<file path="config.mk">
export PLATFORM = sky130hd
export DESIGN_NAME = bounded_deque_with_search_top
export DESIGN_NICKNAME = d
export VERILOG_FILES = /design/src/sv/bdq_pkg.sv /design/src/sv/bdq_ctrl.sv /design/src/sv/bdq_datapath.sv /design/src/sv/bounded_deque_with_search_top.sv
export SDC_FILE = /design/constraint.sdc
export NUM_CORES = 1
export LEC_CHECK = 0
export BUFFER_PORTS_ARGS = -buffer_cell sky130_fd_sc_hd__buf_2
export CAP_MARGIN = 20
export CELL_PAD_IN_SITES_DETAIL_PLACEMENT = 1
export CELL_PAD_IN_SITES_GLOBAL_PLACEMENT = 2
export CORE_MARGIN = 2
export CORE_UTILIZATION = 48
export CTS_BUF_LIST = sky130_fd_sc_hd__clkbuf_16
export DETAILED_ROUTE_END_ITERATION = 6
export HOLD_SLACK_MARGIN = 0.1
export PLACE_DENSITY = 0.88
export SLEW_MARGIN = 20
export SYNTH_ARGS = -nofsm -noshare
export SYNTH_HDL_FRONTEND = slang
export SYNTH_SLANG_ARGS = --single-unit
</file>
<file path="constraint.sdc">
create_clock -name clk -period 5.8 [get_ports clk]
set_input_delay 1.16 -clock clk [delete_from_list [all_inputs] [get_ports clk]]
set_output_delay 1.16 -clock clk [all_outputs]
set_load 0.02 [all_outputs]
</file>
<file path="src/sv/bdq_pkg.sv">
package bdq_pkg;

  localparam int DEPTH      = 16;
  localparam int IDX_W      = (DEPTH > 1) ? $clog2(DEPTH) : 1;
  localparam int CNT_W      = $clog2(DEPTH + 1);
  localparam int DATA_W     = 32;
  localparam int FUNC_W     = 3;
  localparam int STAT_W     = 2;
  localparam int POS_W      = 5;
  localparam int OUT_DATA_W = 40;

  typedef enum logic [FUNC_W-1:0] {
    OP_INS_FRONT = 3'd0,
    OP_INS_BACK  = 3'd1,
    OP_REM_FRONT = 3'd2,
    OP_REM_BACK  = 3'd3,
    OP_SEARCH    = 3'd4
  } op_t;

  typedef enum logic [STAT_W-1:0] {
    ST_OK    = 2'd0,
    ST_EMPTY = 2'd1,
    ST_FULL  = 2'd2,
    ST_MISS  = 2'd3
  } stat_t;

  typedef enum logic [2:0] {
    S_IDLE,
    S_EXEC,
    S_RDWAIT,
    S_SCAN,
    S_OUT
  } state_t;

  typedef struct packed {
    logic ld_op;
    logic do_exec;
    logic cap_item;
    logic scan;
    logic ld_out;
  } dp_cmd_t;

  typedef struct packed {
    logic is_remove;
    logic is_search;
    logic empty;
    logic match;
    logic last;
    logic out_free;
  } dp_stat_t;

endpackage

</file>
<file path="src/sv/bdq_ctrl.sv">
module bdq_ctrl
  import bdq_pkg::*;
(
  input  logic     clk,
  input  logic     rst_n,
  input  logic     in_tvalid,
  output logic     in_tready,
  input  dp_stat_t stat,
  output dp_cmd_t  cmd
);

  state_t state_r, state_nxt;

  always_ff @(posedge clk) begin
    if (!rst_n) begin
      state_r <= S_IDLE;
    end else begin
      state_r <= state_nxt;
    end
  end

  always_comb begin
    state_nxt = state_r;
    in_tready = 1'b0;
    cmd       = '0;
    unique case (state_r)
      S_IDLE: begin
        in_tready = 1'b1;
        if (in_tvalid) begin
          cmd.ld_op = 1'b1;
          state_nxt = S_EXEC;
        end
      end
      S_EXEC: begin
        cmd.do_exec = 1'b1;
        if (stat.is_remove && !stat.empty) begin
          state_nxt = S_RDWAIT;
        end else if (stat.is_search && !stat.empty) begin
          state_nxt = S_SCAN;
        end else begin
          state_nxt = S_OUT;
        end
      end
      S_RDWAIT: begin
        cmd.cap_item = 1'b1;
        state_nxt    = S_OUT;
      end
      S_SCAN: begin
        cmd.scan = 1'b1;
        if (stat.match || stat.last) begin
          state_nxt = S_OUT;
        end
      end
      S_OUT: begin
        if (stat.out_free) begin
          cmd.ld_out = 1'b1;
          state_nxt  = S_IDLE;
        end
      end
      default: state_nxt = S_IDLE;
    endcase
  end

endmodule

</file>
<file path="src/sv/bdq_datapath.sv">
module bdq_datapath
  import bdq_pkg::*;
(
  input  logic                  clk,
  input  logic                  rst_n,
  input  logic [DATA_W-1:0]     in_tdata,   // value
  input  logic [FUNC_W-1:0]     in_tuser,   // func
  input  dp_cmd_t               cmd,
  output dp_stat_t              stat,
  output logic                  out_tvalid,
  input  logic                  out_tready,
  output logic [OUT_DATA_W-1:0] out_tdata,  // item, position, zero pad
  output logic [STAT_W-1:0]     out_tuser   // status
);

  function automatic logic [IDX_W-1:0] slot_of(input logic [IDX_W-1:0] base,
                                               input logic [IDX_W-1:0] off);
    logic [IDX_W:0] sum;
    sum = {1'b0, base} + {1'b0, off};
    if (sum >= (IDX_W+1)'(DEPTH)) sum = sum - (IDX_W+1)'(DEPTH);
    return sum[IDX_W-1:0];
  endfunction

  logic [DATA_W-1:0] mem [DEPTH];
  logic [DATA_W-1:0] rd_data_r;

  logic [FUNC_W-1:0] func_r;
  logic [DATA_W-1:0] value_r;
  logic [IDX_W-1:0]  front_r;
  logic [CNT_W-1:0]  occ_r;
  logic [IDX_W-1:0]  idx_r;

  logic [STAT_W-1:0] res_status_r;
  logic [DATA_W-1:0] res_item_r;
  logic [POS_W-1:0]  res_pos_r;

  logic              out_valid_r;
  logic [STAT_W-1:0] out_status_r;
  logic [DATA_W-1:0] out_item_r;
  logic [POS_W-1:0]  out_pos_r;

  logic             empty, full, is_insert, is_remove, is_search, wr_en;
  logic [IDX_W-1:0] front_dec, front_inc, back_slot, tail_slot;
  logic [IDX_W-1:0] wr_addr, rd_addr, idx_nxt;
  logic [CNT_W-1:0] idx_cnt;

  assign empty     = (occ_r == '0);
  assign full      = (occ_r == CNT_W'(DEPTH));
  assign is_insert = (func_r == OP_INS_FRONT) || (func_r == OP_INS_BACK);
  assign is_remove = (func_r == OP_REM_FRONT) || (func_r == OP_REM_BACK);
  assign is_search = (func_r == OP_SEARCH);

  assign front_dec = (front_r == '0) ? IDX_W'(DEPTH - 1) : front_r - 1'b1;
  assign front_inc = (front_r == IDX_W'(DEPTH - 1)) ? '0 : front_r + 1'b1;
  // only used while occupancy is below DEPTH, so it fits the slot width
  assign back_slot = slot_of(front_r, occ_r[IDX_W-1:0]);
  assign tail_slot = slot_of(front_r, IDX_W'(occ_r - 1'b1));
  assign idx_nxt   = idx_r + 1'b1;
  assign idx_cnt   = CNT_W'(idx_r) + CNT_W'(1);

  assign wr_en   = cmd.do_exec && is_insert && !full;
  assign wr_addr = (func_r == OP_INS_FRONT) ? front_dec : back_slot;

  // scan reads one entry ahead of the compare
  always_comb begin
    if (cmd.scan) begin
      rd_addr = slot_of(front_r, idx_nxt);
    end else if (func_r == OP_REM_BACK) begin
      rd_addr = tail_slot;
    end else begin
      rd_addr = front_r;
    end
  end

  always_ff @(posedge clk) begin
    if (wr_en) mem[wr_addr] <= value_r;
    rd_data_r <= mem[rd_addr];
  end

  assign stat.is_remove = is_remove;
  assign stat.is_search = is_search;
  assign stat.empty     = empty;
  assign stat.match     = (rd_data_r == value_r);
  assign stat.last      = (idx_cnt == occ_r);
  assign stat.out_free  = !out_valid_r || out_tready;

  always_ff @(posedge clk) begin
    if (!rst_n) begin
      front_r     <= '0;
      occ_r       <= '0;
      out_valid_r <= 1'b0;
    end else begin
      if (cmd.do_exec) begin
        case (func_r)
          OP_INS_FRONT: begin
            if (!full) begin
              front_r <= front_dec;
              occ_r   <= occ_r + 1'b1;
            end
          end
          OP_INS_BACK: begin
            if (!full) occ_r <= occ_r + 1'b1;
          end
          OP_REM_FRONT: begin
            if (!empty) begin
              front_r <= front_inc;
              occ_r   <= occ_r - 1'b1;
            end
          end
          OP_REM_BACK: begin
            if (!empty) occ_r <= occ_r - 1'b1;
          end
          default: ;
        endcase
      end
      if (cmd.ld_out) begin
        out_valid_r <= 1'b1;
      end else if (out_tready) begin
        out_valid_r <= 1'b0;
      end
    end
  end

  always_ff @(posedge clk) begin
    if (cmd.ld_op) begin
      func_r  <= in_tuser;
      value_r <= in_tdata;
    end
    if (cmd.do_exec) begin
      res_status_r <= ST_OK;
      res_item_r   <= '0;
      res_pos_r    <= '0;
      idx_r        <= '0;
      if (is_insert && full) res_status_r <= ST_FULL;
      if ((is_remove || is_search) && empty) res_status_r <= ST_EMPTY;
    end
    if (cmd.cap_item) res_item_r <= rd_data_r;
    if (cmd.scan) begin
      idx_r <= idx_nxt;
      if (stat.match) begin
        res_status_r <= ST_OK;
        res_item_r   <= value_r;
        res_pos_r    <= POS_W'(idx_cnt);
      end else begin
        res_status_r <= ST_MISS;
      end
    end
    if (cmd.ld_out) begin
      out_status_r <= res_status_r;
      out_item_r   <= res_item_r;
      out_pos_r    <= res_pos_r;
    end
  end

  assign out_tvalid = out_valid_r;
  assign out_tuser  = out_status_r;
  assign out_tdata  = {(OUT_DATA_W - DATA_W - POS_W)'(0), out_pos_r, out_item_r};

  a_occ_bound: assert property (@(posedge clk) disable iff (!rst_n)
    occ_r <= CNT_W'(DEPTH))
    else $error("occupancy above depth");

  a_front_bound: assert property (@(posedge clk) disable iff (!rst_n)
    front_r <= IDX_W'(DEPTH - 1))
    else $error("front index out of range");

  a_occ_hold: assert property (@(posedge clk) disable iff (!rst_n)
    !cmd.do_exec |=> $stable(occ_r))
    else $error("occupancy changed outside execute");

  a_no_overwrite: assert property (@(posedge clk) disable iff (!rst_n)
    cmd.ld_out |-> (!out_valid_r || out_tready))
    else $error("result loaded over a pending beat");

endmodule

</file>
<file path="src/sv/bounded_deque_with_search_top.sv">
// Bounded deque of up to DEPTH signed 32-bit values held in a ring memory with one write
// port and one registered read port, with front/back insert, front/back remove and a
// front-to-back search. One request is in flight at a time and each gives one result beat.
// From accept to result register an insert, an unused func code or a request on an empty
// deque passes S_EXEC and S_OUT, a removal S_EXEC, S_RDWAIT and S_OUT, and a search S_EXEC,
// S_SCAN once per entry up to the 1-based match position (occupancy on a miss) and S_OUT;
// the scan reads one entry per cycle through the memory's registered read port, and the next
// request is accepted in the cycle after the result is registered, even if out_tready is low.
// in_tuser carries func, out_tuser the status code.
module bounded_deque_with_search_top
  import bdq_pkg::*;
(
  input  logic                  clk,
  input  logic                  rst_n,
  input  logic                  in_tvalid,
  output logic                  in_tready,
  input  logic [DATA_W-1:0]     in_tdata,   // [31:0] value
  input  logic [FUNC_W-1:0]     in_tuser,   // [2:0] func
  output logic                  out_tvalid,
  input  logic                  out_tready,
  output logic [OUT_DATA_W-1:0] out_tdata,  // [31:0] item, [36:32] position, zero pad
  output logic [STAT_W-1:0]     out_tuser   // [1:0] status
);

  dp_cmd_t  cmd;
  dp_stat_t stat;

  bdq_ctrl u_ctrl (
    .clk       (clk),
    .rst_n     (rst_n),
    .in_tvalid (in_tvalid),
    .in_tready (in_tready),
    .stat      (stat),
    .cmd       (cmd)
  );

  bdq_datapath u_dp (
    .clk        (clk),
    .rst_n      (rst_n),
    .in_tdata   (in_tdata),
    .in_tuser   (in_tuser),
    .cmd        (cmd),
    .stat       (stat),
    .out_tvalid (out_tvalid),
    .out_tready (out_tready),
    .out_tdata  (out_tdata),
    .out_tuser  (out_tuser)
  );

endmodule
</file>
==> results.md, run 1 <==
- Remaining antenna violation count: 0
- Drt total wl: ~75,000 µm
- Synth Warn #: 0
- Flip-flop and latch area: between 15,000 and 20,000 µm²
- Ports: 83
- CTS Hold Bufs: 0
- Wire length on met2: between 30,000 and 40,000 µm
- Initial drt markers: roughly 1,700
- Worst Tran Pin Value: around 1.2 ns
- Multi-input logic area: about 6500 µm²
- DRT met1 WL: roughly 31,000 µm
- Slew Limit Fails: 0
- Mapped Avg Cell Area: ~14 µm²
- Cts bufs inserted: 70
- Starting Density: 0.4868
- R2r setup slk: around 1.8 ns
- Yosys top cell area share: 0.6760
- Dpl cell area: around 27,000 µm²
- Most frequent cells in the layout: edfxtp_1 (592), nand2_1 (530), nand3_1 (139)
- Gr ovfl total: 0
- Hold crit path type: reg -> reg
- Final HPWL DP: 42,540 µm
- Max rail drop VDD: 0.2805 mV
- Global-route wire length before repair: around 110,000 µm
- Vias post-DR: 16,550
- Post-route cell area: roughly 30,000 µm²
- Clock slew at reported path FFs: around 0.06 ns
- Max-cap violations: 0
- Post-synthesis sequential area ratio: 0.7384
- Post-synthesis cell count: between 1,500 and 2,000
- Crit end category: register
- Area leader, netlist: edfxtp_1
- CP required: around 6.3 ns
- CTS root buf: clkbuf_16
- FF-to-FF End: u_dp.rd_data_r[20]$_DFF_P_
- Setup Buffers After CTS: 0
- TNS Setup: 0 ns
- Total track usage: 0.2653
- Worst setup path endpoint: u_dp.rd_data_r[20]$_DFF_P_
- H-Tree Depth: 3
- Commonest non-fill, non-tap cell in the layout: edfxtp_1
- Tmin final: between 4 and 5 ns
- CTS tree: done
- Upper clock frequency limit: 248.6 MHz
- Worst Path Max Fanout: slightly above 60
- Final period util: 0.6934
- Detailed Routing Iterations Pass 1: 5
- Resized cells post-CTS: 0
- Leak: roughly 10 nW
- CTS sink cnt: around 670
- RSZ-0062 raised after global routing: false
- Area of the mapped netlist: 26,300 µm²
- Critical R2R Launch: u_dp.occ_r[0]$_SDFFE_PN0P_
- Vias in the first global route: approximately 17,000
- Clk_lat worst skew: between 0.6 and 0.7 ns
- Type of the worst setup path: reg -> reg
- PortBufs: 79
- R2R cell count: 11
- Post-synth EDFFs: approximately 590
- Layout fillers: 5,279
- Crit start category: register
- GP Congestion: between 0.8 and 0.9
- Distinct cell type count after synthesis: 57
- Final worst slack: roughly 1.8 ns
- Crit path DAT: between 4 and 5 ns
- Status: complete, no violations
- Largest cells by area after synthesis: edfxtp_1 (68%), nand2_1 (7.6%), dfxtp_1 (6.2%)
- DR top layer: met4
- Clock skew: 0.02661 ns
- Nets: roughly 2,100
- Chip height: between 200 and 250 µm
- Largest net degree at the start of global routing: 96
- Crit. Startpoint: u_dp.occ_r[0]$_SDFFE_PN0P_
- CORE AREA: around 54,000 µm²
- Most common flop cell mapped by yosys: edfxtp_1
- Ratio of cells with drive above 1 in the final layout: 0.1242
- Rows: 85
- Seq cells post-synth: around 670
- Via-per-instance ratio: approximately 6.0
- Max clock buf depth: 3
- Area growth from synthesis to layout: 13.29%
- Die Footprint: 56,670 µm²
- DRC viols: 0
- Pre-CTS setup slack: about 1.8 ns
- Antenna cells: 0
- Routed len/inst: around 27 µm
- Final hold violations: 0
- Initial antenna violation count: 0
- Slew HR: 0.2189
- Setup violators final: 0
- Pwr Density: roughly 360 nW/µm²
- Die X-Extent: ~240 µm
- Asr flop ratio synth: 0
- Routed met3 length: 4595 µm
## where the power goes
| part | leakage (nW) | switching, mW | internal, mW |
|---|---|---|---|
| clock | 1.19 | 1.89 | 2.60 |
| combinational | 3.25 | 0.471 | 0.203 |
| sequential | 6.02 | 0.147 | 5.38 |
| total | 10.5 | 2.50 | 8.18 |
## state kept, by name, summed over array words and instances, names as in the netlist
register,cells
u_dp.mem,512
u_dp.out_item_r,32
u_dp.rd_data_r,32
u_dp.res_item_r,32
u_dp.value_r,32
u_dp.occ_r,5
u_dp.out_pos_r,5
u_dp.res_pos_r,5
u_dp.front_r,4
u_dp.idx_r,4
u_ctrl.state_r,3
u_dp.func_r,3
u_dp.out_tuser,2
u_dp.res_status_r,2
u_dp.out_tvalid,1
## stage by stage
stage / util / hold slack [ns] / total power [mW] / instances
floorplan: - / 0.4003 / 5.985 / 1941
global placement: 0.5086 / 0.4233 / 6.261 / 2642
detailed placement: 0.5086 / 0.4233 / 6.296 / 2642
CTS: 0.5507 / 0.4298 / 10.73 / 2772
global route: 0.5514 / 0.4446 / 10.97 / 2774
finish: 0.5514 / 0.4223 / 10.69 / 2774
## worst min-delay path by stage
stage                                    from  slack, ns                           end  cells past startpoint
2_1_floorplan  u_dp.res_status_r[0]$_DFFE_PP_       0.40   u_dp.out_tuser[0]$_DFFE_PP_                      0
6_report       u_dp.res_status_r[1]$_DFFE_PP_       0.42   u_dp.out_tuser[1]$_DFFE_PP_                      0
4_1_cts        u_dp.res_status_r[1]$_DFFE_PP_       0.43   u_dp.out_tuser[1]$_DFFE_PP_                      0
3_5_place_dp   u_dp.res_status_r[0]$_DFFE_PP_       0.42   u_dp.out_tuser[0]$_DFFE_PP_                      0
3_3_place_gp   u_dp.res_status_r[1]$_DFFE_PP_       0.42   u_dp.out_tuser[1]$_DFFE_PP_                      0
5_1_grt            u_dp.res_item_r[4]$_DFF_P_       0.44  u_dp.out_item_r[4]$_DFFE_PP_                      0
## worst max-delay path, cell delays in order (launching register included)
cell,delay (ns)
dfxtp_1,0.49
inv_1,0.17
ha_1,0.39
fa_1,0.46
nand2_1,0.10
o22ai_2,0.11
mux2i_4,0.56
buf_4,0.74
mux2i_1,0.20
a32oi_1,0.23
o221ai_1,0.17
mux2i_1,0.23
## logic make-up after synthesis
group | synth area share
DFF | 0.7384
buffers and inverters | 0.02293
other | 0.0001426
and+or+nand+nor | 0.1317
xor gates and xnor gates | 0.01898
muxes | 0.02883
adders and majority gates | 0.009421
AOI/OAI and AO/OA | 0.04958
## per-layer routing
layer | up-vias | track usage
li1 | 7235 | -
met1 | 8557 | 0.3583
met2 | 619 | 0.4454
met3 | 137 | 0.03609
met4 | 0 | 0.09015
met5 | - | 0
## area by class of cell
cell class / instances / share of cell area
inverters: 13 / 0.001638
clock buffers: 73 / 0.06132
flip-flops and latches: 674 / 0.6518
repair buffers: 117 / 0.02369
clock inverters: 57 / 0.01495
well taps: 696 / 0.02923
multi-input cells: 1144 / 0.2174
## synthesized netlist by cell type (9+ instances only)
cell and n:
mux2i_1 69, ha_1 15, xnor2_1 17, xor2_1 40
a22oi_1 32, o221ai_1 31, o21ai_0 12, nor2_1 62
nand2_1 532, buf_2 50, a32oi_1 32, nand4_1 35
edfxtp_1 592, inv_1 13, clkbuf_1 40, nand3_1 139
and2_1 11, a21oi_1 38, nor2b_1 9, dfxtp_1 82
(Power assumes the default switching activity.)
==> inputs of run 2 (changes only) <==
- ABC_AREA: unset -> 1
- CORE_UTILIZATION: 48 -> 42
- PLACE_DENSITY: 0.88 -> 0.83
- clock period: 5.8 -> 3.75 ns (I/O delays scaled with it)
==> results.md, run 2 <==
- Final Util: 0.4804
- Int Pwr: 13.16 mW
- DRC viols: 0
- CORE AREA: around 67,000 µm²
- Total track usage: 0.2237
- Nets: approximately 2,700
- CTS tree: done
- Crit path max-delay cell type: ha_1
- Ratio of cells with drive above 1 in the final layout: 0.1165
- CTS root buf: clkbuf_16
- Layout fillers: between 7,000 and 8,000
- Biggest register: u_dp.mem
- Tmin final: slightly above 3 ns
- Crit path DAT: about 3.6 ns
- Most common cell in the netlist: nand2_1
- Die X-Extent: about 260 µm
- Rows: 95
- Leak: around 12 nW
- Mapped Avg Cell Area: approximately 11 µm²
- Cts bufs inserted: 70
- GP Congestion: approximately 0.83
- Cells along the critical path: ha_1 > inv_1 > fa_1 > inv_1 > nor2_1 > a21oi_4 > buf_12 > o211ai_2 > nand2_1 > nand2_1 > nand2_1 > nand2_1 > nand2_1
- Placed cells: 3,406
- Largest register FFs: 512
- Area leader, netlist: edfxtp_1
- Hold_ws: 0.3118 ns
- Max incr delay on CP: around 0.5 ns
- Vias in the first global route: ~20,000
- Sw frac: 0.2613
- CTS sink cnt: between 600 and 700
- Final std cells w/o fill: 3,534
- Net Sw Power: 4.654 mW
- Worst Tran Pin Value: between 0.7 and 0.8 ns
- R2R cell count: 13
- Synth Warn #: 0
- Cell mode on critical path: nand2_1
- Final hold violations: 0
- Upper clock frequency limit: between 300 and 400 MHz
- Gr ovfl total: 0
- RSZ-0062 raised after global routing: false
- Critical R2R Launch: u_dp.idx_r[0]$_SDFFCE_PN0P_
- Most frequent cells in the layout: nand2_1 (952), edfxtp_1 (592), inv_1 (254)
- Area of the mapped netlist: approximately 28,000 µm²
- Sequential share of power: 0.495
- CP bufs+invs: 3
- Top Family by Delay on Critical Path: adder cells
- Yosys top cell area share: 0.6296
- CTS Hold Bufs: 0
- R2r setup slk: between 0.6 and 0.7 ns
- Gate power share: 0.120
- Crit end category: register
- H-Tree Depth: 3
- Commonest non-fill, non-tap cell in the layout: nand2_1
- Final period util: 0.8181
- Routed len/inst: about 22 µm
- Post-synth EDFFs: between 500 and 600
- Status: complete, no violations
- Largest net degree at the start of global routing: about 150
- Post-synthesis sequential area ratio: 0.6877
- Drt total wl: 76,730 µm
- FF-to-FF End: u_dp.rd_data_r[8]$_DFF_P_
- Distinct cell type count after synthesis: 38
- Crit start category: register
- Area growth from synthesis to layout: 13.86%
- Clk_lat worst skew: between 0.6 and 0.7 ns
- HP Start: in_tdata[13]
- Max-cap violations: 0
- Max clock buf depth: 3
- Most common flop cell mapped by yosys: edfxtp_1
- Initial antenna violation count: 0
- CP required: ~4.3 ns
- Slew Limit Fails: 0
- Asr flop ratio synth: 0
- Remaining antenna violation count: 0
- TNS Setup: 0 ns
- Global-route wire length before repair: around 120,000 µm
- Worst Path Max Fanout: approximately 80
- Type of the worst setup path: reg -> reg
- Most instantiated cells after synthesis: nand2_1 (952), edfxtp_1 (592), inv_1 (235), nand3_1 (124), o211ai_1 (113)
- Clock network power share: 0.385
- Via-per-instance ratio: 5.269
- PortBufs: 79
- Clock skew: about 0.026 ns
- Final HPWL DP: between 40,000 and 50,000 µm
- Antenna cells: 0
- Hold crit path type: in -> reg
- Die Footprint: about 69,000 µm²
- Ports: between 80 and 90
- Initial drt markers: around 1,300
- Setup Buffers After CTS: 0
- Largest cells by area after synthesis: edfxtp_1 (63%), nand2_1 (13%), dfxtp_1 (5.8%)
- Slew HR: 0.4743
- Post-synthesis cell count: 2,524
- Seq cells post-synth: roughly 670
- Hold Path Cell Cnt: 1
- Max rail drop VDD: 0.5611 mV
- Clock slew at reported path FFs: roughly 0.06 ns
- Starting Density: 0.4220
- Resized cells post-CTS: 0
- Pwr Density: between 500 and 600 nW/µm²
- Setup violators final: 0
- Detailed Routing Iterations Pass 1: 5
- Vias post-DR: ~19,000
- Chip height: between 200 and 300 µm
- Worst Hold Path EP: u_dp.value_r[13]$_DFFE_PP_
run 2: cell count changes after synthesis, sizes merged, moves of 33 or more:
cell    delta
nand2    +423
inv      +229
o211ai   +156
mux2i     -69
o21ai     +69
nand4     -33
run 2: worst max-delay path by stage:
stage          cells after the start  slack [ns]                   endpoint                    startpoint
2_1_floorplan                      9        0.40   u_dp.mem[0][0]$_DFFE_PP_  u_dp.front_r[1]$_SDFFE_PN0P_
3_3_place_gp                      13        0.69  u_dp.rd_data_r[2]$_DFF_P_   u_dp.idx_r[0]$_SDFFCE_PN0P_
3_5_place_dp                      10        0.65  u_dp.mem[6][28]$_DFFE_PP_  u_dp.front_r[1]$_SDFFE_PN0P_
4_1_cts                           10        0.63  u_dp.mem[6][31]$_DFFE_PP_  u_dp.front_r[1]$_SDFFE_PN0P_
5_1_grt                           10        0.38  u_dp.mem[6][31]$_DFFE_PP_  u_dp.front_r[1]$_SDFFE_PN0P_
6_report                          13        0.68  u_dp.rd_data_r[8]$_DFF_P_   u_dp.idx_r[0]$_SDFFCE_PN0P_
run 2: kinds of logic (layout without fill, tap and decap cells):
family                   after synthesis  after routing  synth area share
AND/OR/NAND/NOR                     1146           1146            0.1597
other                                  1              3         0.0001328
adder cells (fa/ha/maj)               18             18          0.008774
buffers and inverters                368            503           0.05796
AO/OA/AOI/OAI                        275            275           0.07267
multiplexers                           1              1         0.0003545
XOR/XNOR                              41             41           0.01272
flip-flops                           674            674            0.6877
run 2: layout make-up:
cell class	instances	area, µm²	share of cell area
flip-flops and latches	674	19420	0.6040
multi-input cells	1484	7378	0.2295
clock buffers	71	1777	0.05526
repair buffers	134	1109	0.03448
well taps	873	1092	0.03397
inverters	242	909.6	0.02829
clock inverters	56	466.7	0.01452
run 2: through the flow:
step / power [mW] / area, µm² / setup slack, ns
3_5_place_dp: 11.12 / 29890 / 0.6523
6_report: 17.81 / 32150 / 0.6822
4_1_cts: 17.99 / 32130 / 0.6334
2_1_floorplan: 10.31 / 28240 / 0.4015
3_3_place_gp: 11.04 / 29890 / 0.6891
5_1_grt: 18.48 / 32150 / 0.3772
run 2: power by group through the flow:
stage	Sequential, mW	Clock, mW	Combinational, mW
after floorplan	8.87	0	1.44
after global placement	8.97	0	2.07
after detailed placement	8.97	0	2.14
after CTS	8.82	7.01	2.16
after global routing	8.84	7.26	2.39
final	8.81	6.86	2.13
run 2: layer usage:
| layer | GRT usage | share of wire | up-vias |
|---|---|---|---|
| met5 | 0 | 0 | - |
| met3 | 0.03040 | 0.035 | 145 |
| met2 | 0.3948 | 0.50 | 351 |
| met4 | 0.08355 | 0.039 | 0 |
| met1 | 0.2801 | 0.42 | 9460 |
| li1 | - | - | 8664 |
